===== config.mk =====
export PLATFORM = sky130hd
export DESIGN_NAME = hspc_ctrl
export DESIGN_NICKNAME = d
export VERILOG_FILES = /design/src/hspc_pkg.sv /design/src/hspc_ctrl.sv
export SDC_FILE = /design/constraint.sdc
export NUM_CORES = 1
export LEC_CHECK = 0
export BUFFER_PORTS_ARGS = -buffer_cell sky130_fd_sc_hd__buf_2
export CORE_AREA = 2 2 39 41
export DETAILED_ROUTE_END_ITERATION = 10
export DIE_AREA = 0 0 41 43
export GPL_TIMING_DRIVEN = 0
export PLACE_DENSITY = 0.51
export SLEW_MARGIN = 10
export SYNTH_ARGS = -nofsm -noshare
export SYNTH_HDL_FRONTEND = slang
export SYNTH_SLANG_ARGS = --single-unit

===== constraint.sdc =====
create_clock -name aclk -period 1.65 [get_ports aclk]
set_input_delay 0.495 -clock aclk [delete_from_list [all_inputs] [get_ports aclk]]
set_output_delay 0.495 -clock aclk [all_outputs]
set_load 0.02 [all_outputs]

===== src/hspc_pkg.sv =====
// Shared types and codes for the hard-sphere placement checker.
// No dependencies; used by every module of the block.
`default_nettype none
package hspc_pkg;

    localparam int IN_COORD_W  = 20;
    localparam int BOX_W       = 20;
    localparam int THR_W       = 40;
    localparam int TRIES_W     = 32;
    localparam int TARGET_W    = 11;
    localparam int CFG_IDX_W   = 3;
    localparam int CFG_DATA_W  = 40;
    localparam int SLOT_W      = 10;
    localparam int TOTAL_W     = 11;

    // Register indexes on the configuration port
    localparam logic [CFG_IDX_W-1:0] CFG_BOX_LENGTH   = 3'd0;
    localparam logic [CFG_IDX_W-1:0] CFG_BEAD_THR_SQ  = 3'd1;
    localparam logic [CFG_IDX_W-1:0] CFG_SOLV_THR_SQ  = 3'd2;
    localparam logic [CFG_IDX_W-1:0] CFG_MAX_TRIES    = 3'd3;
    localparam logic [CFG_IDX_W-1:0] CFG_TARGET_COUNT = 3'd4;

    localparam logic OP_LOAD    = 1'b0;
    localparam logic OP_PROPOSE = 1'b1;

    typedef enum logic [2:0] {
        ST_BEAD_STORED    = 3'd0,
        ST_REJECTED       = 3'd1,
        ST_ACCEPTED       = 3'd2,
        ST_TRIES_EXCEEDED = 3'd3,
        ST_COMPLETE       = 3'd4,
        ST_BEAD_FULL      = 3'd5
    } status_t;

    typedef enum logic [1:0] {
        TAG_CAND,
        TAG_BEAD,
        TAG_SOLV
    } tag_t;

    typedef enum logic [2:0] {
        S_IDLE,
        S_DECIDE,
        S_SCAN,
        S_DRAIN,
        S_FINISH
    } state_t;

    typedef struct packed {
        logic                  opcode;
        logic [IN_COORD_W-1:0] coord_x;
        logic [IN_COORD_W-1:0] coord_y;
        logic [IN_COORD_W-1:0] coord_z;
    } in_t;

    typedef struct packed {
        logic [2:0]         status;
        logic [SLOT_W-1:0]  slot_index;
        logic [TOTAL_W-1:0] placed_total;
        logic               all_placed;
    } out_t;

    // controller -> datapath
    typedef struct packed {
        logic    capture;
        logic    scan_start;
        logic    scan_issue;
        logic    emit;
        status_t res;
    } cmd_t;

    // datapath -> controller
    typedef struct packed {
        logic is_load;
        logic bead_full;
        logic err_latched;
        logic complete;
        logic tries_hit;
        logic issue_done;
        logic pipe_empty;
        logic overlap;
        logic out_free;
    } stat_t;

endpackage
`default_nettype wire


===== src/hspc_ctrl.sv =====
// Sequencing state machine of the placement checker.
// Depends on hspc_pkg; drives hspc_dpath through cmd_t, reads stat_t.
`default_nettype none
module hspc_ctrl (
    input  wire logic           aclk,
    input  wire logic           aresetn,
    input  wire logic           s_valid,
    output logic                s_ready,
    input  wire hspc_pkg::stat_t stat_i,
    output hspc_pkg::cmd_t      cmd_o
);

    hspc_pkg::state_t state_reg, state_next;

    always_ff @(posedge aclk) begin
        if (!aresetn) begin
            state_reg <= hspc_pkg::S_IDLE;
        end else begin
            state_reg <= state_next;
        end
    end

    always_comb begin
        state_next       = state_reg;
        s_ready          = 1'b0;
        cmd_o            = '0;
        cmd_o.res        = hspc_pkg::ST_BEAD_STORED;
        unique case (state_reg)
            hspc_pkg::S_IDLE: begin
                s_ready = 1'b1;
                if (s_valid) begin
                    cmd_o.capture = 1'b1;
                    state_next    = hspc_pkg::S_DECIDE;
                end
            end
            hspc_pkg::S_DECIDE: begin
                // priority: load, latched error, complete, try limit, test
                if (stat_i.is_load) begin
                    cmd_o.res = stat_i.bead_full ? hspc_pkg::ST_BEAD_FULL
                                                 : hspc_pkg::ST_BEAD_STORED;
                end else if (stat_i.err_latched) begin
                    cmd_o.res = hspc_pkg::ST_TRIES_EXCEEDED;
                end else if (stat_i.complete) begin
                    cmd_o.res = hspc_pkg::ST_COMPLETE;
                end else if (stat_i.tries_hit) begin
                    cmd_o.res = hspc_pkg::ST_TRIES_EXCEEDED;
                end
                if (!stat_i.is_load && !stat_i.err_latched && !stat_i.complete &&
                    !stat_i.tries_hit) begin
                    cmd_o.scan_start = 1'b1;
                    state_next       = hspc_pkg::S_SCAN;
                end else if (stat_i.out_free) begin
                    cmd_o.emit = 1'b1;
                    state_next = hspc_pkg::S_IDLE;
                end
            end
            hspc_pkg::S_SCAN: begin
                if (stat_i.issue_done) begin
                    state_next = hspc_pkg::S_DRAIN;
                end else begin
                    cmd_o.scan_issue = 1'b1;
                end
            end
            hspc_pkg::S_DRAIN: begin
                if (stat_i.pipe_empty) begin
                    state_next = hspc_pkg::S_FINISH;
                end
            end
            hspc_pkg::S_FINISH: begin
                cmd_o.res = stat_i.overlap ? hspc_pkg::ST_REJECTED
                                           : hspc_pkg::ST_ACCEPTED;
                if (stat_i.out_free) begin
                    cmd_o.emit = 1'b1;
                    state_next = hspc_pkg::S_IDLE;
                end
            end
            default: begin
                state_next = hspc_pkg::S_IDLE;
            end
        endcase
    end

endmodule
`default_nettype wire


==> results_dict.tcl <==
set metrics [dict create \
    setup_violations 6 \
    largest_reg_flops 3 \
    skew_ns 0.00353 \
    cp_top_family "simple AND/OR/NAND/NOR gates" \
    dieHeight_microns 43 \
    area_delta_synth_final_pct 99.2 \
    grt_max_degree 11 \
    setup_ws_ns -0.335 \
    overflow 0 \
    endpoint_kind "output pin" \
    design_area_sq_um 641 \
    instances_no_fill 86 \
    startpoint_type "input port" \
    grt.total_usage_pct 12.6 \
    drt_iter0_drc 7 \
    path_cells "buf_6 -> or4_4 -> buf_4 -> nor2_4 -> buf_6" \
    ant_nets 0 \
    antenna_cells 0 \
    grtUsageMet1_pct 16.9 \
    worst_hold_slack_ns 0.484 \
    synth_area_leaders "dfxtp_1 (19%), nand2b_1 (5.8%), nor2_1 (5.8%), nor4b_1 (5.4%), nor4b_2 (4.7%)" \
    synth_top_cell_by_area "dfxtp_1" \
    place_area_sq_um 449 \
    path_buf_inv 3 \
    grt_pass1_vias 410 \
    crit_type "input port to output pin" \
    utilization_pct 46.3 \
    drive_gt1_share_pct 64.3 \
    timing.reg2reg.setup_slack_ns 0.50 \
    avgSynthCellArea_sq_um 7.66 \
    grt_pass1_wl_mm 1.55 \
    yosys_register_bits 3 \
    numPortBuffers 19 \
    hold_class "flop to flop" \
    io_pins 20 \
    drt_pass1_iterations 4 \
    static-leakage-power_uw 0.000268 \
    hold_buffers 0 \
    drc 0 \
    netlist_instances 42 \
    max_freq_mhz 504 \
    synth.most_common_cell "nor2_1" \
    cp.arrival_ns 1.49 \
    irDropWorstVdd_v 0.000159 \
    dp_hpwl_microns 700 \
    htreeDepth 1 \
    clk_pin_slew_worst_paths_ns 0.04 \
    tns_ns -0.975 \
    hold_violations 0 \
    cts_tree "built" \
    grt_busiest_layer "met2" \
    die_area_sq_um 1760 \
    ys.flop_type "dfxtp_1" \
    crit_fanout 2 \
    dp.cells 77 \
    min_period_ns 1.98 \
    via_per_inst 4.97 \
    max-cap-violations 0 \
    tightest_slew_ns 0.412 \
    routedWlPerCell_microns 12.0 \
    crit_path_frequent_cell "buf_6" \
    yosys-top-cells-count "nor2_1 (5), dfxtp_1 (3), nand2b_1 (3)" \
    violations "setup timing" \
    grt_antenna_before_repair 0 \
    final_nets 83 \
    fillerInstances 145 \
    syn-cell-area_sq_um 322 \
    rsz0062_at_grt "yes" \
    seq_area_frac_synth_pct 18.7 \
    min_period_over_period_pct 120 \
    die_w_microns 41 \
    cts_sinks 3 \
    design.core.area_sq_um 1380 \
    fp-row-count 14 \
    globalplace.congestion 0.681 \
    ys_types 29 \
    clkLatencyLatePin_ns 0.23 \
    synth_top_area_share_pct 18.7 \
    critical_path.slowest_cell "or4_4" \
    power.density_nw_per_um2 527 \
    grt_use_met2_pct 19.1 \
    slew_violations 0 \
    status "complete, but fails checks" \
    slowest_delay_ns 0.55 \
    start_util_pct 23.2 \
    via_count 427 \
    synth_edf_count 0 \
    grtUsageMet3_pct 0 \
    cp_data_required_time_ns 1.15 \
    syn_nets 54 \
    async_reset_ff_share_pct 0 \
    slew-limit-headroom_pct 72.3 \
    wirelength_mm 1.04 \
    cts_buffer_depth 2 \
    cts_inserted_buffers 3 \
    ys_warn_count 0 \
    clockRootBuffer "clkbuf_4" \
]
## metal layers
metal	routed length, microns	vias up
li1	-	216
met1	489	195
met2	493	16
met3	53	0
met4	0	0
met5	0	-
## worst paths after layout
| check | from | cells after the start | to |
|---|---|---|---|
| worst max-delay path | stat_i[4] | 5 | cmd_o[5] |
| worst min-delay path | state_reg[2] | 1 | state_reg[0] |
| worst max register to register | state_reg[1] | 4 | state_reg[2] |
| worst min register to register | state_reg[2] | 1 | state_reg[0] |
## repair_timing
item | in CTS | in global routing
pin swaps | 5 | 5
endpoints found under the setup margin | 8 | 7
resized for setup | 24 | 10
buffers inserted | 3 | 3
## cell usage in the layout (no fill, tap or decap)
| cell | synthesis | routed |
|---|---|---|
| buf_6 | 0 | 7 |
| nand2b_4 | 0 | 1 |
| o41ai_1 | 1 | 1 |
| inv_1 | 1 | 1 |
| nor2_1 | 5 | 4 |
| a31oi_1 | 1 | 1 |
| buf_8 | 0 | 1 |
| a21oi_2 | 1 | 1 |
| nor2_4 | 0 | 1 |
| and2_4 | 0 | 1 |
| or2b_1 | 1 | 1 |
| buf_2 | 2 | 10 |
| nand2b_1 | 3 | 2 |
| nor4b_1 | 2 | 1 |
| nor4b_2 | 1 | 1 |
| o31ai_1 | 1 | 1 |
| a22oi_1 | 1 | 1 |
| clkbuf_4 | 0 | 3 |
| o21ai_1 | 0 | 1 |
| and4bb_1 | 1 | 1 |
| a21oi_1 | 2 | 1 |
| dfxtp_4 | 0 | 2 |
| o311a_1 | 1 | 1 |
| nor2b_4 | 0 | 1 |
| nand3_1 | 2 | 2 |
| nor3b_2 | 0 | 1 |
| a211oi_1 | 1 | 1 |
| buf_4 | 0 | 9 |
| dfxtp_2 | 0 | 1 |
| o211ai_1 | 1 | 1 |
| a21oi_4 | 0 | 1 |
| nor3_4 | 0 | 1 |
| nor4_1 | 1 | 1 |
| nor2b_1 | 2 | 2 |
| nor4b_4 | 0 | 1 |
| or4_4 | 1 | 1 |
| clkbuf_1 | 1 | 1 |
| and2b_2 | 0 | 1 |
## kinds of logic (layout without fill, tap and decap cells)
| kind of cell | Yosys count | count (layout) | synth area share [%] |
|---|---|---|---|
| AO/OA/AOI/OAI | 11 | 11 | 24.5 |
| buffers and inverters | 4 | 32 | 5.45 |
| flip-flops | 3 | 3 | 18.7 |
| AND/OR/NAND/NOR | 24 | 24 | 51.4 |
## worst register-to-register path, stage by stage, from the launching register on
cell and delay (ns):
dfxtp_4 0.36, buf_6 0.14, buf_4 0.14, o41ai_1 0.34, nor2_1 0.06
## where the power goes
group | internal (uW) | switching, uW
Sequential | 73.0 | 2.38
Clock | 90.8 | 39.8
Combinational | 70.6 | 61.0
## stage by stage
step	setup WS [ns]	total power, uW
3_3_place_gp	-0.371	169
5_1_grt	-0.363	360
3_5_place_dp	-0.378	169
2_1_floorplan	-0.152	133
4_1_cts	-0.334	326
6_report	-0.335	338
## final cells by class
| class | instances | area (sq um) | area share, % |
|---|---|---|---|
| multi-input combinational | 35 | 310 | 48.4 |
| timing repair buffer | 25 | 189 | 29.5 |
| sequential | 3 | 68.8 | 10.7 |
| clock buffer | 4 | 26.3 | 4.10 |
| buffer | 2 | 22.5 | 3.52 |
| tap | 16 | 20.0 | 3.13 |
| inverter | 1 | 3.75 | 0.586 |
(Power assumes the default switching activity.)
